File: config.mk
export PLATFORM = sky130hd
export DESIGN_NAME = openpgp_packet_header_parser_top
export DESIGN_NICKNAME = d
export VERILOG_FILES = /design/src/design/ophp_pkg.sv /design/src/design/openpgp_packet_header_parser_top.sv /design/src/design/ophp_front.sv /design/src/design/ophp_fifo.sv /design/src/design/ophp_back.sv
export VERILOG_INCLUDE_DIRS = /design/src /design/src/design
export SDC_FILE = /design/constraint.sdc
export NUM_CORES = 1
export LEC_CHECK = 0
export BUFFER_PORTS_ARGS = -buffer_cell sky130_fd_sc_hd__buf_2
export CORE_MARGIN = 5
export CORE_UTILIZATION = 58
export CTS_CLUSTER_DIAMETER = 120
export CTS_CLUSTER_SIZE = 40
export DETAILED_ROUTE_END_ITERATION = 6
export PLACE_DENSITY = 0.8
export SLEW_MARGIN = 5
export SYNTH_ARGS = -nofsm -noshare
export SYNTH_HDL_FRONTEND = slang
export SYNTH_SLANG_ARGS = --single-unit
File: constraint.sdc
create_clock -name i_clk -period 6.53 [get_ports i_clk]
set_input_delay 1.6325 -clock i_clk [delete_from_list [all_inputs] [get_ports i_clk]]
set_output_delay 1.6325 -clock i_clk [all_outputs]
set_load 0.02 [all_outputs]
File: src/design/openpgp_packet_header_parser_top_assert.svh
// ----------------------------------------------------------------------------
// OpenPGP packet header parser assertion macros
// Concurrent check macros shared by the parser modules; clocked on i_clk and
// disabled while i_rst_n is low.
// ----------------------------------------------------------------------------
`ifndef OPENPGP_PACKET_HEADER_PARSER_TOP_ASSERT_SVH
`define OPENPGP_PACKET_HEADER_PARSER_TOP_ASSERT_SVH

`ifndef NO_ASSERTIONS
`define OPHP_ASSERT_ALWAYS(lbl, cond) \
    lbl: assert property (@(posedge i_clk) disable iff (!i_rst_n) (cond)) \
        else $error("ophp assertion failed");
`define OPHP_ASSERT_IMPL(lbl, ante, cons) \
    lbl: assert property (@(posedge i_clk) disable iff (!i_rst_n) (ante) |-> (cons)) \
        else $error("ophp assertion failed");
`define OPHP_ASSERT_NEXT(lbl, ante, cons) \
    lbl: assert property (@(posedge i_clk) disable iff (!i_rst_n) (ante) |=> (cons)) \
        else $error("ophp assertion failed");
`else
`define OPHP_ASSERT_ALWAYS(lbl, cond)
`define OPHP_ASSERT_IMPL(lbl, ante, cons)
`define OPHP_ASSERT_NEXT(lbl, ante, cons)
`endif

`endif

File: src/design/ophp_pkg.sv
// ----------------------------------------------------------------------------
// OpenPGP packet header parser package
// Shared types, codes and constants for the front, queue and back end.
// ----------------------------------------------------------------------------
`default_nettype none

package ophp_pkg;

    typedef enum logic [2:0] {
        PH_IDLE   = 3'd0,
        PH_NEWLEN = 3'd1,
        PH_LENB   = 3'd2,
        PH_NEW2   = 3'd3,
        PH_SKIP   = 3'd4,
        PH_BODY   = 3'd5,
        PH_HALT   = 3'd6
    } t_phase;

    typedef enum logic [3:0] {
        ST_PROGRESS      = 4'd0,
        ST_SKIPPED       = 4'd1,
        ST_BODY          = 4'd2,
        ST_FOUND         = 4'd3,
        ST_STOP          = 4'd4,
        ST_NOT_FOUND     = 4'd5,
        ST_NOT_PACKET    = 4'd6,
        ST_PARTIAL       = 4'd7,
        ST_INDETERMINATE = 4'd8,
        ST_TRUNCATED     = 4'd9
    } t_status;

    typedef enum logic {
        CFG_WANT_TYPE = 1'b0,
        CFG_STOP_TYPE = 1'b1
    } t_cfg_idx;

    localparam logic [5:0] WANT_ANY        = 6'd0;
    localparam logic [7:0] STOP_RESET      = 8'hFF;
    localparam logic [1:0] OLD_LT_INDET    = 2'b11;
    localparam logic [7:0] LEN_FIVE        = 8'hFF;
    localparam logic [7:0] LEN_PARTIAL_MIN = 8'd224;
    localparam logic [7:0] LEN_TWO_MIN     = 8'd192;
    localparam logic [2:0] LENB_FOUR       = 3'd4;
    localparam logic [2:0] LENB_LAST       = 3'd1;

    typedef struct packed {
        logic [5:0] want_type;
        logic [7:0] stop_type;
    } t_cfg;

    typedef struct packed {
        logic [7:0] data;
        logic       eoi;
        logic       is_hdr;
        logic       is_new;
        logic [5:0] hdr_type;
        logic [1:0] old_lt;
        logic       len_five;
        logic       len_part;
        logic       len_two;
    } t_item;

endpackage

`default_nettype wire

File: src/design/openpgp_packet_header_parser_top.sv
// ----------------------------------------------------------------------------
// OpenPGP packet header parser
// Input channel (i_valid/o_ready) carries one stream byte per item, with
// i_end_of_input marking the end of the stream. Output channel
// (o_valid/i_ready) returns exactly one result item per input item: status,
// current packet type, decoded body length, body byte and a last flag.
// Configuration: i_cfg_we writes want_type (index 0) or stop_type (index 1)
// from i_cfg_data; write only while no item is in flight.
// Throughput is one item per cycle while the receiver does not stall.
// An accepted byte is written into the queue, then the back end steps it
// and updates all of its state along with the output register.
// Reset (synchronous, active low) clears the queue, the parser state and the
// output valid flag, and sets want_type to 0 and stop_type to 255.
// When the receiver stalls, the result stays in the output register, the
// back end holds, and the queue of P_QDEPTH items fills before o_ready drops.
// After a terminal status the parser repeats it with last set until reset.
// ----------------------------------------------------------------------------
`default_nettype none

module openpgp_packet_header_parser_top
    import ophp_pkg::*;
#(
    parameter int P_QDEPTH = 2
) (
    input  wire logic        i_clk,
    input  wire logic        i_rst_n,
    input  wire logic        i_valid,
    output logic             o_ready,
    input  wire logic [7:0]  i_data_byte,
    input  wire logic        i_end_of_input,
    output logic             o_valid,
    input  wire logic        i_ready,
    output logic [3:0]       o_status,
    output logic [5:0]       o_packet_type,
    output logic [31:0]      o_packet_length,
    output logic [7:0]       o_body_byte,
    output logic             o_last,
    input  wire logic        i_cfg_we,
    input  wire logic        i_cfg_idx,
    input  wire logic [7:0]  i_cfg_data
);

    t_item fr_item;
    t_item q_item;
    t_cfg  cfg;
    logic  push;
    logic  pop;
    logic  q_full;
    logic  q_empty;

    ophp_front u_front (
        .i_clk          (i_clk),
        .i_rst_n        (i_rst_n),
        .i_valid        (i_valid),
        .o_ready        (o_ready),
        .i_data_byte    (i_data_byte),
        .i_end_of_input (i_end_of_input),
        .i_cfg_we       (i_cfg_we),
        .i_cfg_idx      (i_cfg_idx),
        .i_cfg_data     (i_cfg_data),
        .i_q_full       (q_full),
        .o_push         (push),
        .o_item         (fr_item),
        .o_cfg          (cfg)
    );

    ophp_fifo #(
        .DEPTH (P_QDEPTH)
    ) u_fifo (
        .i_clk   (i_clk),
        .i_rst_n (i_rst_n),
        .i_push  (push),
        .i_item  (fr_item),
        .i_pop   (pop),
        .o_item  (q_item),
        .o_full  (q_full),
        .o_empty (q_empty)
    );

    ophp_back u_back (
        .i_clk           (i_clk),
        .i_rst_n         (i_rst_n),
        .i_cfg           (cfg),
        .i_item          (q_item),
        .i_q_empty       (q_empty),
        .o_pop           (pop),
        .o_valid         (o_valid),
        .i_ready         (i_ready),
        .o_status        (o_status),
        .o_packet_type   (o_packet_type),
        .o_packet_length (o_packet_length),
        .o_body_byte     (o_body_byte),
        .o_last          (o_last)
    );

endmodule

`default_nettype wire

File: src/design/ophp_front.sv
// ----------------------------------------------------------------------------
// OpenPGP packet header parser front end
// Holds the configuration registers and classifies each accepted byte
// before it enters the queue.
// ----------------------------------------------------------------------------
`default_nettype none

module ophp_front
    import ophp_pkg::*;
(
    input  wire logic       i_clk,
    input  wire logic       i_rst_n,
    input  wire logic       i_valid,
    output logic            o_ready,
    input  wire logic [7:0] i_data_byte,
    input  wire logic       i_end_of_input,
    input  wire logic       i_cfg_we,
    input  wire logic       i_cfg_idx,
    input  wire logic [7:0] i_cfg_data,
    input  wire logic       i_q_full,
    output logic            o_push,
    output t_item           o_item,
    output t_cfg            o_cfg
);

    t_cfg r_cfg;

    always_ff @(posedge i_clk) begin
        if (!i_rst_n) begin
            r_cfg.want_type <= WANT_ANY;
            r_cfg.stop_type <= STOP_RESET;
        end else if (i_cfg_we) begin
            case (t_cfg_idx'(i_cfg_idx))
                CFG_WANT_TYPE: r_cfg.want_type <= i_cfg_data[5:0];
                CFG_STOP_TYPE: r_cfg.stop_type <= i_cfg_data;
                default:       r_cfg <= r_cfg;
            endcase
        end
    end

    assign o_ready = !i_q_full;
    assign o_push  = i_valid && !i_q_full;
    assign o_cfg   = r_cfg;

    always_comb begin
        o_item.data     = i_data_byte;
        o_item.eoi      = i_end_of_input;
        o_item.is_hdr   = i_data_byte[7];
        o_item.is_new   = i_data_byte[6];
        o_item.hdr_type = i_data_byte[6] ? i_data_byte[5:0] : {2'b00, i_data_byte[5:2]};
        o_item.old_lt   = i_data_byte[1:0];
        o_item.len_five = (i_data_byte == LEN_FIVE);
        o_item.len_part = (i_data_byte >= LEN_PARTIAL_MIN) && (i_data_byte != LEN_FIVE);
        o_item.len_two  = (i_data_byte >= LEN_TWO_MIN) && (i_data_byte < LEN_PARTIAL_MIN);
    end

endmodule

`default_nettype wire

File: src/design/ophp_fifo.sv
// ----------------------------------------------------------------------------
// OpenPGP packet header parser item queue
// Short first-in first-out queue of classified items between front and back.
// ----------------------------------------------------------------------------
`default_nettype none

`include "openpgp_packet_header_parser_top_assert.svh"

module ophp_fifo
    import ophp_pkg::*;
#(
    parameter int DEPTH = 2
) (
    input  wire logic  i_clk,
    input  wire logic  i_rst_n,
    input  wire logic  i_push,
    input  wire t_item i_item,
    input  wire logic  i_pop,
    output t_item      o_item,
    output logic       o_full,
    output logic       o_empty
);

    localparam int AW = (DEPTH > 1) ? $clog2(DEPTH) : 1;
    localparam int CW = $clog2(DEPTH + 1);
    localparam logic [AW-1:0] LAST_IDX = AW'(DEPTH - 1);
    localparam logic [CW-1:0] FULL_CNT = CW'(DEPTH);

    t_item         r_mem [DEPTH];
    logic [AW-1:0] r_wr_ptr;
    logic [AW-1:0] r_rd_ptr;
    logic [CW-1:0] r_count;

    assign o_full  = (r_count == FULL_CNT);
    assign o_empty = (r_count == '0);
    assign o_item  = r_mem[r_rd_ptr];

    always_ff @(posedge i_clk) begin
        if (i_push) begin
            r_mem[r_wr_ptr] <= i_item;
        end
    end

    always_ff @(posedge i_clk) begin
        if (!i_rst_n) begin
            r_wr_ptr <= '0;
            r_rd_ptr <= '0;
            r_count  <= '0;
        end else begin
            if (i_push) begin
                r_wr_ptr <= (r_wr_ptr == LAST_IDX) ? '0 : r_wr_ptr + 1'b1;
            end
            if (i_pop) begin
                r_rd_ptr <= (r_rd_ptr == LAST_IDX) ? '0 : r_rd_ptr + 1'b1;
            end
            case ({i_push, i_pop})
                2'b10:   r_count <= r_count + 1'b1;
                2'b01:   r_count <= r_count - 1'b1;
                default: r_count <= r_count;
            endcase
        end
    end

    `OPHP_ASSERT_ALWAYS(a_no_overflow, !(i_push && o_full && !i_pop))
    `OPHP_ASSERT_ALWAYS(a_no_underflow, !(i_pop && o_empty))

endmodule

`default_nettype wire

File: src/design/ophp_back.sv
// ----------------------------------------------------------------------------
// OpenPGP packet header parser back end
// Runs the header/body state machine on queued items and holds the result
// in an output register.
// ----------------------------------------------------------------------------
`default_nettype none

`include "openpgp_packet_header_parser_top_assert.svh"

module ophp_back
    import ophp_pkg::*;
(
    input  wire logic        i_clk,
    input  wire logic        i_rst_n,
    input  wire t_cfg        i_cfg,
    input  wire t_item       i_item,
    input  wire logic        i_q_empty,
    output logic             o_pop,
    output logic             o_valid,
    input  wire logic        i_ready,
    output logic [3:0]       o_status,
    output logic [5:0]       o_packet_type,
    output logic [31:0]      o_packet_length,
    output logic [7:0]       o_body_byte,
    output logic             o_last
);

    t_phase      r_phase, n_phase;
    t_status     r_held, n_held;
    logic [5:0]  r_type, n_type;
    logic [31:0] r_accum, n_accum;
    logic [2:0]  r_left, n_left;
    logic [7:0]  r_first, n_first;
    logic [31:0] r_body_left, n_body_left;

    t_status     n_status;
    logic [7:0]  n_body;
    logic        n_body_last;

    logic        r_out_valid;
    t_status     r_out_status;
    logic [5:0]  r_out_type;
    logic [31:0] r_out_len;
    logic [7:0]  r_out_body;
    logic        r_out_last;

    logic        step;
    logic        wanted;
    logic        stop_hit;
    logic        hdr_end;
    logic        hd_zero;
    logic        body_end;
    logic [31:0] hd_len;
    logic [7:0]  first_off;

    assign step     = !i_q_empty && (!r_out_valid || i_ready);
    assign o_pop    = step;
    assign wanted   = (i_cfg.want_type == WANT_ANY) || (r_type == i_cfg.want_type);
    assign stop_hit = ({2'b00, i_item.hdr_type} == i_cfg.stop_type);
    assign body_end = (r_body_left == 32'd1);
    assign first_off = r_first - LEN_TWO_MIN;

    always_comb begin
        case (r_phase)
            PH_NEW2: hd_len = 32'({first_off, i_item.data}) + 32'(LEN_TWO_MIN);
            PH_LENB: hd_len = {r_accum[23:0], i_item.data};
            default: hd_len = {24'd0, i_item.data};
        endcase
    end

    assign hd_zero = (hd_len == '0);
    assign hdr_end = ((r_phase == PH_NEWLEN) && !i_item.len_five && !i_item.len_part
                      && !i_item.len_two)
                  || (r_phase == PH_NEW2)
                  || ((r_phase == PH_LENB) && (r_left == LENB_LAST));

    // next state
    always_comb begin
        n_phase = r_phase;
        if (r_phase == PH_HALT || i_item.eoi) begin
            n_phase = PH_HALT;
        end else if (hdr_end) begin
            if (wanted) begin
                n_phase = hd_zero ? PH_HALT : PH_BODY;
            end else begin
                n_phase = hd_zero ? PH_IDLE : PH_SKIP;
            end
        end else begin
            case (r_phase)
                PH_IDLE: begin
                    if (!i_item.is_hdr || stop_hit) begin
                        n_phase = PH_HALT;
                    end else if (i_item.is_new) begin
                        n_phase = PH_NEWLEN;
                    end else if (i_item.old_lt == OLD_LT_INDET) begin
                        n_phase = PH_HALT;
                    end else begin
                        n_phase = PH_LENB;
                    end
                end
                PH_NEWLEN: begin
                    if (i_item.len_five) begin
                        n_phase = PH_LENB;
                    end else if (i_item.len_part) begin
                        n_phase = PH_HALT;
                    end else begin
                        n_phase = PH_NEW2;
                    end
                end
                PH_SKIP: n_phase = body_end ? PH_IDLE : PH_SKIP;
                PH_BODY: n_phase = body_end ? PH_HALT : PH_BODY;
                default: n_phase = r_phase;
            endcase
        end
    end

    // outputs and datapath
    always_comb begin
        n_status    = ST_PROGRESS;
        n_body      = '0;
        n_body_last = 1'b0;
        n_type      = r_type;
        n_accum     = r_accum;
        n_left      = r_left;
        n_first     = r_first;
        n_body_left = r_body_left;
        n_held      = r_held;
        if (r_phase == PH_HALT) begin
            n_status = r_held;
        end else if (i_item.eoi) begin
            n_status = (r_phase == PH_IDLE || r_phase == PH_SKIP) ? ST_NOT_FOUND
                                                                  : ST_TRUNCATED;
        end else begin
            case (r_phase)
                PH_IDLE: begin
                    n_accum = '0;
                    if (!i_item.is_hdr) begin
                        n_type   = '0;
                        n_status = ST_NOT_PACKET;
                    end else begin
                        n_type = i_item.hdr_type;
                        if (stop_hit) begin
                            n_status = ST_STOP;
                        end else if (!i_item.is_new) begin
                            if (i_item.old_lt == OLD_LT_INDET) begin
                                n_status = ST_INDETERMINATE;
                            end else begin
                                n_left = 3'(3'd1 << i_item.old_lt);
                            end
                        end
                    end
                end
                PH_NEWLEN: begin
                    if (i_item.len_five) begin
                        n_left = LENB_FOUR;
                    end else if (i_item.len_part) begin
                        n_status = ST_PARTIAL;
                    end else if (i_item.len_two) begin
                        n_first = i_item.data;
                    end
                end
                PH_LENB: begin
                    n_accum = hd_len;
                    n_left  = r_left - 1'b1;
                end
                PH_SKIP: begin
                    n_status    = ST_SKIPPED;
                    n_body_left = r_body_left - 1'b1;
                end
                PH_BODY: begin
                    n_status    = ST_BODY;
                    n_body      = i_item.data;
                    n_body_left = r_body_left - 1'b1;
                    n_body_last = body_end;
                end
                default: n_status = r_held;
            endcase
            if (hdr_end) begin
                n_accum     = hd_len;
                n_body_left = hd_len;
                if (hd_zero) begin
                    n_status = wanted ? ST_FOUND : ST_SKIPPED;
                end
            end
        end
        if (r_phase != PH_HALT && n_phase == PH_HALT) begin
            n_held = (r_phase == PH_BODY && !i_item.eoi) ? ST_FOUND : n_status;
        end
    end

    always_ff @(posedge i_clk) begin
        if (!i_rst_n) begin
            r_phase     <= PH_IDLE;
            r_held      <= ST_PROGRESS;
            r_type      <= '0;
            r_accum     <= '0;
            r_left      <= '0;
            r_first     <= '0;
            r_body_left <= '0;
        end else if (step) begin
            r_phase     <= n_phase;
            r_held      <= n_held;
            r_type      <= n_type;
            r_accum     <= n_accum;
            r_left      <= n_left;
            r_first     <= n_first;
            r_body_left <= n_body_left;
        end
    end

    always_ff @(posedge i_clk) begin
        if (!i_rst_n) begin
            r_out_valid <= 1'b0;
        end else if (step) begin
            r_out_valid <= 1'b1;
        end else if (i_ready) begin
            r_out_valid <= 1'b0;
        end
    end

    always_ff @(posedge i_clk) begin
        if (step) begin
            r_out_status <= n_status;
            r_out_type   <= n_type;
            r_out_len    <= n_accum;
            r_out_body   <= n_body;
            r_out_last   <= n_body_last || (n_status >= ST_FOUND);
        end
    end

    assign o_valid         = r_out_valid;
    assign o_status        = r_out_status;
    assign o_packet_type   = r_out_type;
    assign o_packet_length = r_out_len;
    assign o_body_byte     = r_out_body;
    assign o_last          = r_out_last;

    `OPHP_ASSERT_NEXT(a_halt_sticks, r_phase == PH_HALT, r_phase == PH_HALT)
    `OPHP_ASSERT_IMPL(a_term_last, r_out_valid && (r_out_status >= ST_FOUND), r_out_last)

endmodule

`default_nettype wire

* Word level (Yosys, flattened, before mapping)
Memory sizes are Yosys's and may differ from the RTL's. A register that Yosys moved wholly into a read port is not among the register bits.
Cells that the tools add are included.
** Operators by class
- Add/sub/neg operators :: 8
- Magnitude comparators :: 4
- Eq/ne operators :: 23
- Shifts and indexed selects :: 1
- Muxes and demuxes :: 57
- Bitwise logic cells :: 6
- Reduce and logical (&&, ||, !) cells :: 42
** Operator list (count)
- $mux 32 :: 5
- $pmux 32 s2 :: 2
- $mux 3 :: 16
- $mux 4 :: 11
- $eq 32x1->1 const B :: 1
- $logic_not 32->1 :: 1
- $sub 32x1->32 const B :: 1
- $mux 6 :: 5
- $pmux 4 s5 :: 1
- $add 16x8->17 const B :: 1
- $ge 8x8->1 const B :: 2
- $eq 3x3->1 const B :: 4
- $pmux 3 s4 :: 1
- $mux 1 :: 11
- $logic_and 1x1->1 :: 10
- $pmux 3 s3 :: 1
- $reduce_and 9->1 :: 1
- $eq 6x8->1 :: 1
- $eq 8x8->1 const B :: 1
- $logic_not 1->1 :: 8
- $logic_or 1x1->1 :: 8
- $lt 8x8->1 const B :: 1
- $ne 8x8->1 const B :: 1
- $sub 8x8->8 const B :: 1
- other kinds (27) :: 46
** Storage, ports and cells
- Register bits :: 158
- RAM bits :: 44
- Input port bits :: 23
- Output and inout port bits :: 53
- Logic and storage cells :: 160
- Memories kept :: 1
** Memories
- u_fifo.r_mem :: words 2, bits a word 22, rd ports 1, clocked after memory_dff 1, wr ports 1, line ophp_fifo.sv:29 : t_item r_mem [DEPTH];

* Logic depth before layout (Yosys ltp)
Gate-level depths: netlist of the first run.
- Word-level depth :: 12
- Depth in mapped cells :: 15
- Depth with buffers taken out :: 11

* Cells and area by module
From an unflattened synthesis of the first run, not the netlist that was laid out.
** Unflattened totals
- Cell total of the unflattened synthesis :: 1023
- Area, all modules :: 9738.1 um2
** By module, submodules not included
- ophp_back :: instances 1, cells each 847, area each 7213.2 um2, seq. area each 3313.2 um2
- ophp_fifo :: instances 1, cells each 90, area each 1795.5 um2, seq. area each 1421.4 um2
- ophp_front :: instances 1, cells each 86, area each 729.4 um2, seq. area each 280.3 um2

* Least setup slack after synthesis of the first run
Ideal clock, no wire load.
- Path kind :: input -> register
- From :: input port i_ready
- To :: register u_fifo.r_count[1]
- Library setup time :: 70 ps
- Arrival time :: 5025 ps
- Required time :: 6460 ps
- Path slack :: 1434 ps
- Stages on the path :: 8
- Path buffers :: 2
- Path through :: nor2b_1 -> or2_2 -> inv_1 -> clkbuf_1 -> clkbuf_1 -> ha_1 -> or3_1 -> a21oi_1
** Between the ends
- Word-level cells in the longest chain between the ends :: 4
- Elaborated cells between the ends (all ways) :: 6
- Classes of those cells :: eq/ne (2); mux (1); reduce/logical (3)
** Ends and longest elaborated chain
- start, declared :: line openpgp_packet_header_parser_top.sv:32 : input wire logic i_ready,
- $logic_or 1x1->1 * :: line ophp_back.sv:56 : assign step = !i_q_empty && (!r_out_valid || i_ready);
- $logic_and 1x1->1 * :: line ophp_back.sv:56
- via pop :: line openpgp_packet_header_parser_top.sv:47 : logic pop;
- $eq 2x1->1 / $eq 2x2->1 (equally long branches) :: line ophp_fifo.sv:56 : case ({i_push, i_pop})
- $pmux 2 s2 / $reduce_bool 2->1 (equally long branches)
- end signal, assigned :: line ophp_fifo.sv:57 : 2'b10: r_count <= r_count + 1'b1;
- end signal, assigned :: line ophp_fifo.sv:58 : 2'b01: r_count <= r_count - 1'b1;
- end signal, assigned :: line ophp_fifo.sv:59 : default: r_count <= r_count;
- end, declared :: line ophp_fifo.sv:32 : logic [CW-1:0] r_count;
Mark *: on every way through the listed nets, which the timed path passes. The rest lies on a longest branch.
A chain may end at the register's enable or synchronous reset.

==> metrics.cfg, run 1 <==
[synthesis]
synth_cell_type_count=75
synth_top_cell_by_area=sky130_fd_sc_hd__edfxtp_1
syn_avg_cell_area_um2=9.30
yosysMostFrequentCell=sky130_fd_sc_hd__nand2_1
share_of_synthesized_registers_carrying_an_async_set_or_reset_pct=0
count_of_flip_flops_with_a_built_in_enable_after_synthesis=87
seq_area_frac_synth_pct=51.3
postSynthRegisterBits=195
netlist_area_um2=9300
synth.top_cells.by_area=sky130_fd_sc_hd__edfxtp_1, sky130_fd_sc_hd__dfxtp_1, sky130_fd_sc_hd__nand2_1, sky130_fd_sc_hd__nor2_1, sky130_fd_sc_hd__a21oi_1
yosysTopAreaCellShare_pct=28.1
synth_top_flop_cell=sky130_fd_sc_hd__dfxtp_1
synthesis.yosys.warnings=0
synthesized_netlist_cell_count=1000
synth.net_count=1030
synth_commonest_cells=sky130_fd_sc_hd__nand2_1, sky130_fd_sc_hd__nor2_1, sky130_fd_sc_hd__dfxtp_1, sky130_fd_sc_hd__edfxtp_1, sky130_fd_sc_hd__a21oi_1

[worst_setup_path]
rr_worst_depth=12
rrSetupSlack_ns=2.25
worstReg2RegEnd=u_back.o_last$_DFFE_PP_
endpoint_kind=flip-flop
critPathLaunchType=flip-flop
cp-endpoint=u_back.o_last$_DFFE_PP_
worstPathArrival_ns=4.45
required_ns=6.70
type_of_the_worst_setup_path=reg2reg
path_max_fanout=27

[worst_hold_path]
min_path_cells=2
min-delay-path-class=reg2reg

[die]
dieHeight_um=137
die_x_um=137
pin_count=76
floorplan.die_area_um2=18700
placeableCoreArea_um2=15800
fp-row-count=46
initial_core_util_pct=58.8

[route]
routed_length_per_placed_instance_um=18.8
drt_iter0_drc=1164
route.detailed.drc=0
residual_antenna_violating_net_count_after_detailed_routing=0
route.vias.total=8087
detail_route.wirelength_mm=24.1
drt_first_pass_iters=6
via_per_inst=6.30

[sta]
unrepaired_setup_endpoints_after_global_routing=false
slew_violations=0
timing.fmax_mhz=234
setup-violations-final=0
period_minus_slack_ns=4.28
layout_worst_path_cycle_share_pct=65.5
skew_ns=0.00815
final.setup.tns_ns=0
timing_worst_slew_pin_value_ns=1.05
max_slew_margin_pct=29.5
report.final.hold_viol_count=0

[pwr]
fin_total_pwr_w=0.00488
power-per-cell-area_nw_per_um2=467
vdd.ir_drop.worst_v=0.000289
leakage_power_nw=3.81

[grt]
wire_length_of_the_first_global_routing_pass_mm=38.3
initial_antenna_violation_count=0
largest_net_degree_at_the_start_of_global_routing=82
grtUsageTotal_pct=26.2
overflow=0
first_global_vias=7277

[clock_network]
post_cts_buffers=0
clock_tree_from_tritoncts=done
cts.hold.buffers_added=0
cts_made_buffers=17
worst_setup_hold_path_clk_slew_ns=0.07
clock-root-buffer=sky130_fd_sc_hd__clkbuf_16
clock_latency_ns=0.44
h-tree-depth=4
cts-root-to-sink-buffers=2
cts.sink_count=195
post_cts_resize_count=0

[final_layout]
antenna_cells_inserted=0
area_delta_synth_final_pct=12.5
final_design_area_no_fill_um2=10500
final_nets=1084
final.fill_count=1230
final_layout_size_suffix_gt1_share_pct=13.8

[placed_design]
detailedPlacementHpwl_mm=16.2
dpl_cell_area_um2=9870
numPortBuffers=75
global_placement_routability_congestion=0.964

[status]
status=completed

[run]
drv_cap=0

sequential cells by signal, indices dropped and copies added, names as in the netlist, named ones only:
signal / cells
u_back.r_accum: 32
u_back.r_first: 8
u_back.o_valid: 1
u_back.o_status: 4
u_back.o_last: 1
u_fifo.r_rd_ptr: 1
u_back.o_packet_length: 32
u_fifo.r_count: 2
u_back.o_packet_type: 6
u_fifo.r_mem: 36
u_back.r_phase: 3
u_front.o_cfg: 14
u_fifo.r_wr_ptr: 1
u_back.r_held: 4
u_back.r_left: 3
u_back.r_type: 6
u_back.r_body_left: 32
u_back.o_body_byte: 8
cell families (layout without fill, tap and decap cells):
family | Yosys count | in the layout | synth area share [%]
DFF | 195 | 195 | 51.3
and+or+nand+nor | 389 | 389 | 19.3
muxes | 37 | 37 | 4.12
xor gates and xnor gates | 21 | 21 | 1.98
buffers and inverters | 82 | 149 | 3.44
AOI/OAI and AO/OA | 269 | 269 | 18.9
adders and majority gates | 7 | 7 | 0.942
power by group:
| group | total, W | internal [W] | switching, W |
|---|---|---|---|
| combinational | 0.00210 | 0.000683 | 0.00141 |
| sequential | 0.00174 | 0.00159 | 0.000143 |
| clock | 0.00105 | 0.000561 | 0.000490 |
per-layer routing:
| metal | wire length (um) | global-route usage [%] |
|---|---|---|
| met5 | 0 | 0 |
| met4 | 625 | 9.69 |
| met2 | 10900 | 39.6 |
| met1 | 10600 | 37.7 |
| met3 | 2050 | 4.96 |
final cells by class:
type | instances | area [um^2] | share of cell area (%)
flip-flops and latches | 195 | 4770 | 45.6
clock inverters | 14 | 145 | 1.39
repair buffers | 92 | 503 | 4.81
multi-input cells | 723 | 4230 | 40.4
inverters | 25 | 93.8 | 0.897
clock buffers | 18 | 450 | 4.31
well taps | 216 | 270 | 2.58
worst max-delay path: stages, from the launching register on:
cell and delay [ns]:
sky130_fd_sc_hd__dfxtp_1 0.31, sky130_fd_sc_hd__buf_4 0.34, sky130_fd_sc_hd__mux2_2 0.49, sky130_fd_sc_hd__inv_1 0.23
sky130_fd_sc_hd__ha_1 0.24, sky130_fd_sc_hd__nor2b_1 0.15, sky130_fd_sc_hd__o41ai_1 0.14, sky130_fd_sc_hd__nor4_1 0.34
sky130_fd_sc_hd__or4bb_1 0.55, sky130_fd_sc_hd__or4b_4 0.58, sky130_fd_sc_hd__a221o_1 0.38, sky130_fd_sc_hd__a21oi_1 0.13
sky130_fd_sc_hd__o211ai_1 0.11
cell usage in the layout (no fill, tap or decap), types with 4 or more instances in the layout:
cell type / count
sky130_fd_sc_hd__nand2_1: 136
sky130_fd_sc_hd__nor2_1: 119
sky130_fd_sc_hd__dfxtp_1: 108
sky130_fd_sc_hd__edfxtp_1: 87
sky130_fd_sc_hd__a21oi_1: 82
sky130_fd_sc_hd__buf_2: 75
sky130_fd_sc_hd__o21ai_0: 47
sky130_fd_sc_hd__nor3_1: 37
sky130_fd_sc_hd__mux2i_1: 27
sky130_fd_sc_hd__a22o_1: 25
sky130_fd_sc_hd__inv_1: 21
sky130_fd_sc_hd__nand3_1: 21
sky130_fd_sc_hd__a211oi_1: 20
sky130_fd_sc_hd__nor4_1: 18
sky130_fd_sc_hd__a22oi_1: 18
sky130_fd_sc_hd__clkbuf_16: 18
sky130_fd_sc_hd__buf_4: 17
sky130_fd_sc_hd__xnor2_1: 12
sky130_fd_sc_hd__o22ai_1: 11
sky130_fd_sc_hd__mux2_2: 10
sky130_fd_sc_hd__o31ai_1: 10
sky130_fd_sc_hd__nand4_1: 10
sky130_fd_sc_hd__xor2_1: 9
sky130_fd_sc_hd__a31oi_1: 9
sky130_fd_sc_hd__nor2b_1: 7
sky130_fd_sc_hd__o211ai_1: 7
sky130_fd_sc_hd__ha_1: 7
sky130_fd_sc_hd__nand2b_1: 6
sky130_fd_sc_hd__and2_1: 6
sky130_fd_sc_hd__inv_6: 5
sky130_fd_sc_hd__nor3b_1: 4
worst min path at each step:
stage	from	endpoint
5_1_grt	u_back.r_accum[30]$_SDFFE_PN0P_	u_back.r_accum[30]$_SDFFE_PN0P_
6_report	u_back.r_accum[30]$_SDFFE_PN0P_	u_back.r_accum[30]$_SDFFE_PN0P_
3_3_place_gp	u_back.r_accum[27]$_SDFFE_PN0P_	u_back.r_accum[27]$_SDFFE_PN0P_
2_1_floorplan	u_back.r_accum[24]$_SDFFE_PN0P_	u_back.r_accum[24]$_SDFFE_PN0P_
3_5_place_dp	u_back.r_accum[25]$_SDFFE_PN0P_	u_back.r_accum[25]$_SDFFE_PN0P_
4_1_cts	u_back.r_accum[25]$_SDFFE_PN0P_	u_back.r_accum[25]$_SDFFE_PN0P_
stage by stage:
step	utilization [%]	worst slack (ns)	std cells	hold slack, ns
2_1_floorplan	-	1.43	1000	0.436
3_3_place_gp	62.3	2.31	1251	0.442
3_5_place_dp	62.3	2.28	1251	0.448
4_1_cts	66.1	2.32	1283	0.458
5_1_grt	66.1	2.04	1283	0.488
6_report	66.1	2.25	1283	0.455
Power figures use the tool's default switching activity.
==> inputs of run 2 (changes only) <==
- CORE_UTILIZATION: 58 -> 54
- PLACE_DENSITY: 0.8 -> 0.78
- clock period: 6.53 -> 3.71 ns (I/O delays scaled with it)
==> run 2 against run 1 <==
Effect of this change: wire length increased by 5.7%; cell area increased by 3.2%; hold slack improved by 0.010 ns; global-route usage decreased by 0.79 points; setup slack got worse by 2.1 ns; die area increased by 6.9%; via count increased by 0.78%; sequential cell count unchanged; core utilization decreased by 3.0 points; largest cell class unchanged.
==> metrics.cfg, run 2 (synthesized netlist as in run 1, its figures left out) <==
[status]
status=completed

[clock_network]
clock_latency_ns=0.44
cts_made_buffers=17
post_cts_buffers=0
h-tree-depth=4
worst_setup_hold_path_clk_slew_ns=0.08
cts.hold.buffers_added=0
clock_tree_from_tritoncts=done
clock-root-buffer=sky130_fd_sc_hd__clkbuf_16
cts-root-to-sink-buffers=2
cts.sink_count=195

[grt]
initial_antenna_violation_count=0
first_global_vias=7308
grtUsageTotal_pct=25.4
largest_net_degree_at_the_start_of_global_routing=60
overflow=0
wire_length_of_the_first_global_routing_pass_mm=40.0

[sta]
period_minus_slack_ns=3.54
unrepaired_setup_endpoints_after_global_routing=false
layout_worst_path_cycle_share_pct=95.5
setup-violations-final=0
skew_ns=0.0174
timing_worst_slew_pin_value_ns=0.823
timing.fmax_mhz=282
max_slew_margin_pct=45.1
slew_violations=0
final.setup.tns_ns=0
report.final.hold_viol_count=0

[route]
drt_iter0_drc=1055
drt_first_pass_iters=6
detail_route.wirelength_mm=25.5
residual_antenna_violating_net_count_after_detailed_routing=0
via_per_inst=6.16
routed_length_per_placed_instance_um=19.3
route.vias.total=8150
route.detailed.drc=0

[placed_design]
global_placement_routability_congestion=0.983
dpl_cell_area_um2=10200
numPortBuffers=75
detailedPlacementHpwl_mm=17.9

[die]
fp-row-count=48
dieHeight_um=141
pin_count=76
placeableCoreArea_um2=17100
die_x_um=141
floorplan.die_area_um2=19900
initial_core_util_pct=54.3

[pwr]
power-per-cell-area_nw_per_um2=820
leakage_power_nw=4.00
vdd.ir_drop.worst_v=0.000436

[final_layout]
final_layout_size_suffix_gt1_share_pct=16.5
max_flop_register=u_fifo.r_mem
final_design_area_no_fill_um2=10800
largest_register_ffs=36
layout.cells.most_common=sky130_fd_sc_hd__nand2_1
layout_common_cells=sky130_fd_sc_hd__nand2_1, sky130_fd_sc_hd__nor2_1, sky130_fd_sc_hd__dfxtp_1
area_delta_synth_final_pct=16.1
final_nets=1114

[worst_setup_path]
critPathLaunchType=flip-flop
path_max_fanout=15
worstPathArrival_ns=3.71
type_of_the_worst_setup_path=reg2reg
endpoint_kind=flip-flop
required_ns=3.87

[worst_hold_path]
min-delay-path-class=reg2reg

[run]
drv_cap=0

-- run 2: cell types whose count changed in the layout (fill, tap and decap cells not counted), sizes merged --
cell,before,now
clkinv,8,6
buf,92,122
diode,0,1
inv,29,30
clkbuf,18,19
-- run 2: critical path: stages (launching register included) --
cell and delay (ns):
sky130_fd_sc_hd__dfxtp_2 0.40, sky130_fd_sc_hd__buf_4 0.27, sky130_fd_sc_hd__mux2_2 0.39, sky130_fd_sc_hd__or4b_1 0.57, sky130_fd_sc_hd__a22o_1 0.27, sky130_fd_sc_hd__a221oi_2 0.20
sky130_fd_sc_hd__or4b_4 0.53, sky130_fd_sc_hd__a221o_1 0.39, sky130_fd_sc_hd__a21oi_1 0.14, sky130_fd_sc_hd__o211ai_1 0.11
-- run 2: area by class of cell --
type	instances	area, um^2
Antenna cell	1	2.50
Fill cell	1438	6320
Inverter	25	93.8
Sequential cell	195	4780
Clock inverter	13	158
Clock buffer	19	475
Tap cell	225	282
Multi-Input combinational cell	723	4250
Timing Repair Buffer	122	766
-- run 2: metal layers --
| layer | GRT usage, % | vias to the layer above | share of wire [%] |
|---|---|---|---|
| met4 | 8.82 | 0 | 2.2 |
| li1 | - | 3845 | - |
| met5 | 0 | - | 0 |
| met2 | 35.7 | 392 | 43 |
| met1 | 38.7 | 3868 | 45 |
| met3 | 5.63 | 45 | 9.0 |
-- run 2: stage by stage --
stage	cells	power (W)	setup WS (ns)	hold slack (ns)	utilization [%]
3_5_place_dp	1290	0.00687	0.0802	0.451	59.3
4_1_cts	1322	0.00882	0.0809	0.463	63.0
2_1_floorplan	1000	0.00573	0.00424	0.436	-
3_3_place_gp	1290	0.00682	0.189	0.442	59.3
5_1_grt	1322	0.00937	0.0176	0.483	63.1
6_report	1323	0.00885	0.165	0.465	63.1
-- run 2: repair_timing --
action / 4_1_cts / 5_1_grt
hold endpoints to repair: 0 / 0
setup endpoints to repair: 0 / 5
resized for setup: 0 / 3
-- run 2: path summary, 6_finish.rpt --
kind                                                      start                              end  slack (ns)  cells past startpoint
worst min-delay path            u_back.r_accum[26]$_SDFFE_PN0P_  u_back.r_accum[26]$_SDFFE_PN0P_        0.46                      2
worst min register to register  u_back.r_accum[26]$_SDFFE_PN0P_  u_back.r_accum[26]$_SDFFE_PN0P_        0.46                      2
worst max register to register                        flip-flop          u_back.o_last$_DFFE_PP_        0.17                      9
worst max-delay path                                  flip-flop          u_back.o_last$_DFFE_PP_        0.17                      9
-- run 2: where the power goes --
group | internal, W | switching [W] | total (W)
clock network | 0.00105 | 0.000902 | 0.00195
logic | 0.00132 | 0.00255 | 0.00387
registers | 0.00280 | 0.000235 | 0.00304
total | 0.00516 | 0.00369 | 0.00885
==> inputs of run 3 (changes only) <==
- CELL_PAD_IN_SITES_DETAIL_PLACEMENT: not set -> 0
- CELL_PAD_IN_SITES_GLOBAL_PLACEMENT: not set -> 1
- CORE_UTILIZATION: 54 -> 42
- MAX_ROUTING_LAYER: not set -> met4
- SETUP_SLACK_MARGIN: not set -> 0.1
==> run 3 against run 2 <==
Effect of this change: core utilization shrank 14 points; clock-buffer cell count fell by 1; sequential share of layout area rose by 0.054 points; global-route usage is 4.8 points lower; sequential power is essentially flat; non-clock buffer count down 2; sequential cell count did not move.
==> metrics.cfg, run 3 (synthesized netlist as in run 1, its figures left out) <==
[status]
status=completed

[pwr]
power-per-cell-area_nw_per_um2=808
leakage_power_nw=3.95
vdd.ir_drop.worst_v=0.000476
fin_total_pwr_w=0.00872

[clock_network]
cts.sink_count=195
clock-root-buffer=sky130_fd_sc_hd__clkbuf_16
clock_latency_ns=0.44
cts.hold.buffers_added=0
cts_made_buffers=17
worst_setup_hold_path_clk_slew_ns=0.08
cts-root-to-sink-buffers=2
clock_tree_from_tritoncts=done
h-tree-depth=4

[sta]
max_slew_margin_pct=30.7
period_minus_slack_ns=3.46
timing.fmax_mhz=289
layout_worst_path_cycle_share_pct=93.3
skew_ns=0.0114
report.final.hold_viol_count=0
unrepaired_setup_endpoints_after_global_routing=false
final.setup.tns_ns=0
setup-violations-final=0
slew_violations=0
post-route-worst-setup-slack_ns=0.247
timing_worst_slew_pin_value_ns=1.04

[worst_hold_path]
min-delay-path-class=reg2reg

[worst_setup_path]
worst-path-buf-inv=1
path_max_fanout=5
worst_path_cell_chain=mux2_2 -> inv_2 -> ha_4 -> and3b_1 -> xnor2_1 -> a21oi_1 -> or4bb_1 -> or4b_4 -> a221o_1 -> a21oi_2 -> o211ai_1
required_ns=3.87
type_of_the_worst_setup_path=reg2reg
worstPathArrival_ns=3.63
critPathSlowestCell=sky130_fd_sc_hd__or4b_4
critical_path.top_delay_family=simple AND/OR/NAND/NOR gates
worst_path_largest_cell_delay_ns=0.59
endpoint_kind=flip-flop
critPathLaunchType=flip-flop

[final_layout]
final_nets=1112
layout_common_cells=sky130_fd_sc_hd__nand2_1, sky130_fd_sc_hd__nor2_1, sky130_fd_sc_hd__dfxtp_1
final_layout_size_suffix_gt1_share_pct=16.3
area_delta_synth_final_pct=16.0
layout.cells.most_common=sky130_fd_sc_hd__nand2_1
max_flop_register=u_fifo.r_mem
largest_register_ffs=36
final.fill_count=2058
final_cells=1375
post-route-util_pct=49.4
antenna_cells_inserted=0

[placed_design]
detailedPlacementHpwl_mm=18.1
place_ws_ns=0.175
place_inst=1342
global_placement_routability_congestion=0.875
numPortBuffers=75

[route]
wirelength_met1_mm=12.6
via_per_inst=5.82
drt_first_pass_iters=5
met2WireLength_mm=11.5
topRoutingLayerUsed=met4
wl_met3_mm=1.58
residual_antenna_violating_net_count_after_detailed_routing=0
drt_iter0_drc=722
route.detailed.drc=0
route.vias.total=8009
detail_route.wirelength_mm=26.1
routed_length_per_placed_instance_um=19.0

[die]
initial_core_util_pct=42.6
placeableCoreArea_um2=21800
dieHeight_um=159
die_x_um=159
floorplan.die_area_um2=25200
pin_count=76
fp-row-count=54

[grt]
largest_net_degree_at_the_start_of_global_routing=64
wire_length_of_the_first_global_routing_pass_mm=41.5
overflow=0
grtUsageTotal_pct=20.7
first_global_vias=7426
initial_antenna_violation_count=0

[run]
drv_cap=0

run 3: timing repair:
item                                    in CTS  in global routing
buffers inserted                             0                  1
endpoints found under the hold margin        0                  0
resized for setup                            0                  4
endpoints found under the setup margin       0                  5
run 3: cell type report:
| class | count | area (um^2) | area share (%) |
|---|---|---|---|
| Tap cell | 280 | 350 | 3.25 |
| Inverter | 25 | 93.8 | 0.870 |
| Clock buffer | 18 | 429 | 3.98 |
| Timing Repair Buffer | 120 | 751 | 6.96 |
| Sequential cell | 195 | 4780 | 44.3 |
| Clock inverter | 14 | 134 | 1.24 |
| Multi-Input combinational cell | 723 | 4250 | 39.4 |
run 3: worst register-to-register path, cell delays in order (launching register included):
cell and delay (ns):
sky130_fd_sc_hd__dfxtp_4 0.40, sky130_fd_sc_hd__mux2_2 0.36, sky130_fd_sc_hd__inv_2 0.09, sky130_fd_sc_hd__ha_4 0.14, sky130_fd_sc_hd__and3b_1 0.20, sky130_fd_sc_hd__xnor2_1 0.15
sky130_fd_sc_hd__a21oi_1 0.10, sky130_fd_sc_hd__or4bb_1 0.57, sky130_fd_sc_hd__or4b_4 0.60, sky130_fd_sc_hd__a221o_1 0.38, sky130_fd_sc_hd__a21oi_2 0.12, sky130_fd_sc_hd__o211ai_1 0.10
run 3: report_power, final:
part	internal [W]	switching, W	leakage, nW
Clock	0.000895	0.000909	0.278
Sequential	0.00280	0.000236	1.72
Combinational	0.00132	0.00255	1.96
run 3: layer usage:
metal / track usage (%) / up-vias
li1: - / 3843
met1: 30.0 / 3848
met2: 30.0 / 281
met3: 3.58 / 37
met4: 5.32 / 0
met5: - / -
run 3: through the flow:
stage | hold slack, ns | cell area (um^2)
finish | 0.463 | 10800
floorplan | 0.436 | 9360
global route | 0.478 | 10800
global placement | 0.442 | 10200
CTS | 0.465 | 10800
detailed placement | 0.452 | 10200
run 3: worst paths after layout:
| check | from | endpoint | slack, ns | cells past startpoint |
|---|---|---|---|---|
| max | flip-flop | u_back.o_last$_DFFE_PP_ | 0.25 | 11 |
| min | u_back.r_accum[30]$_SDFFE_PN0P_ | u_back.r_accum[30]$_SDFFE_PN0P_ | 0.46 | 2 |
| max reg2reg | flip-flop | u_back.o_last$_DFFE_PP_ | 0.25 | 11 |
| min reg2reg | u_back.r_accum[30]$_SDFFE_PN0P_ | u_back.r_accum[30]$_SDFFE_PN0P_ | 0.46 | 2 |
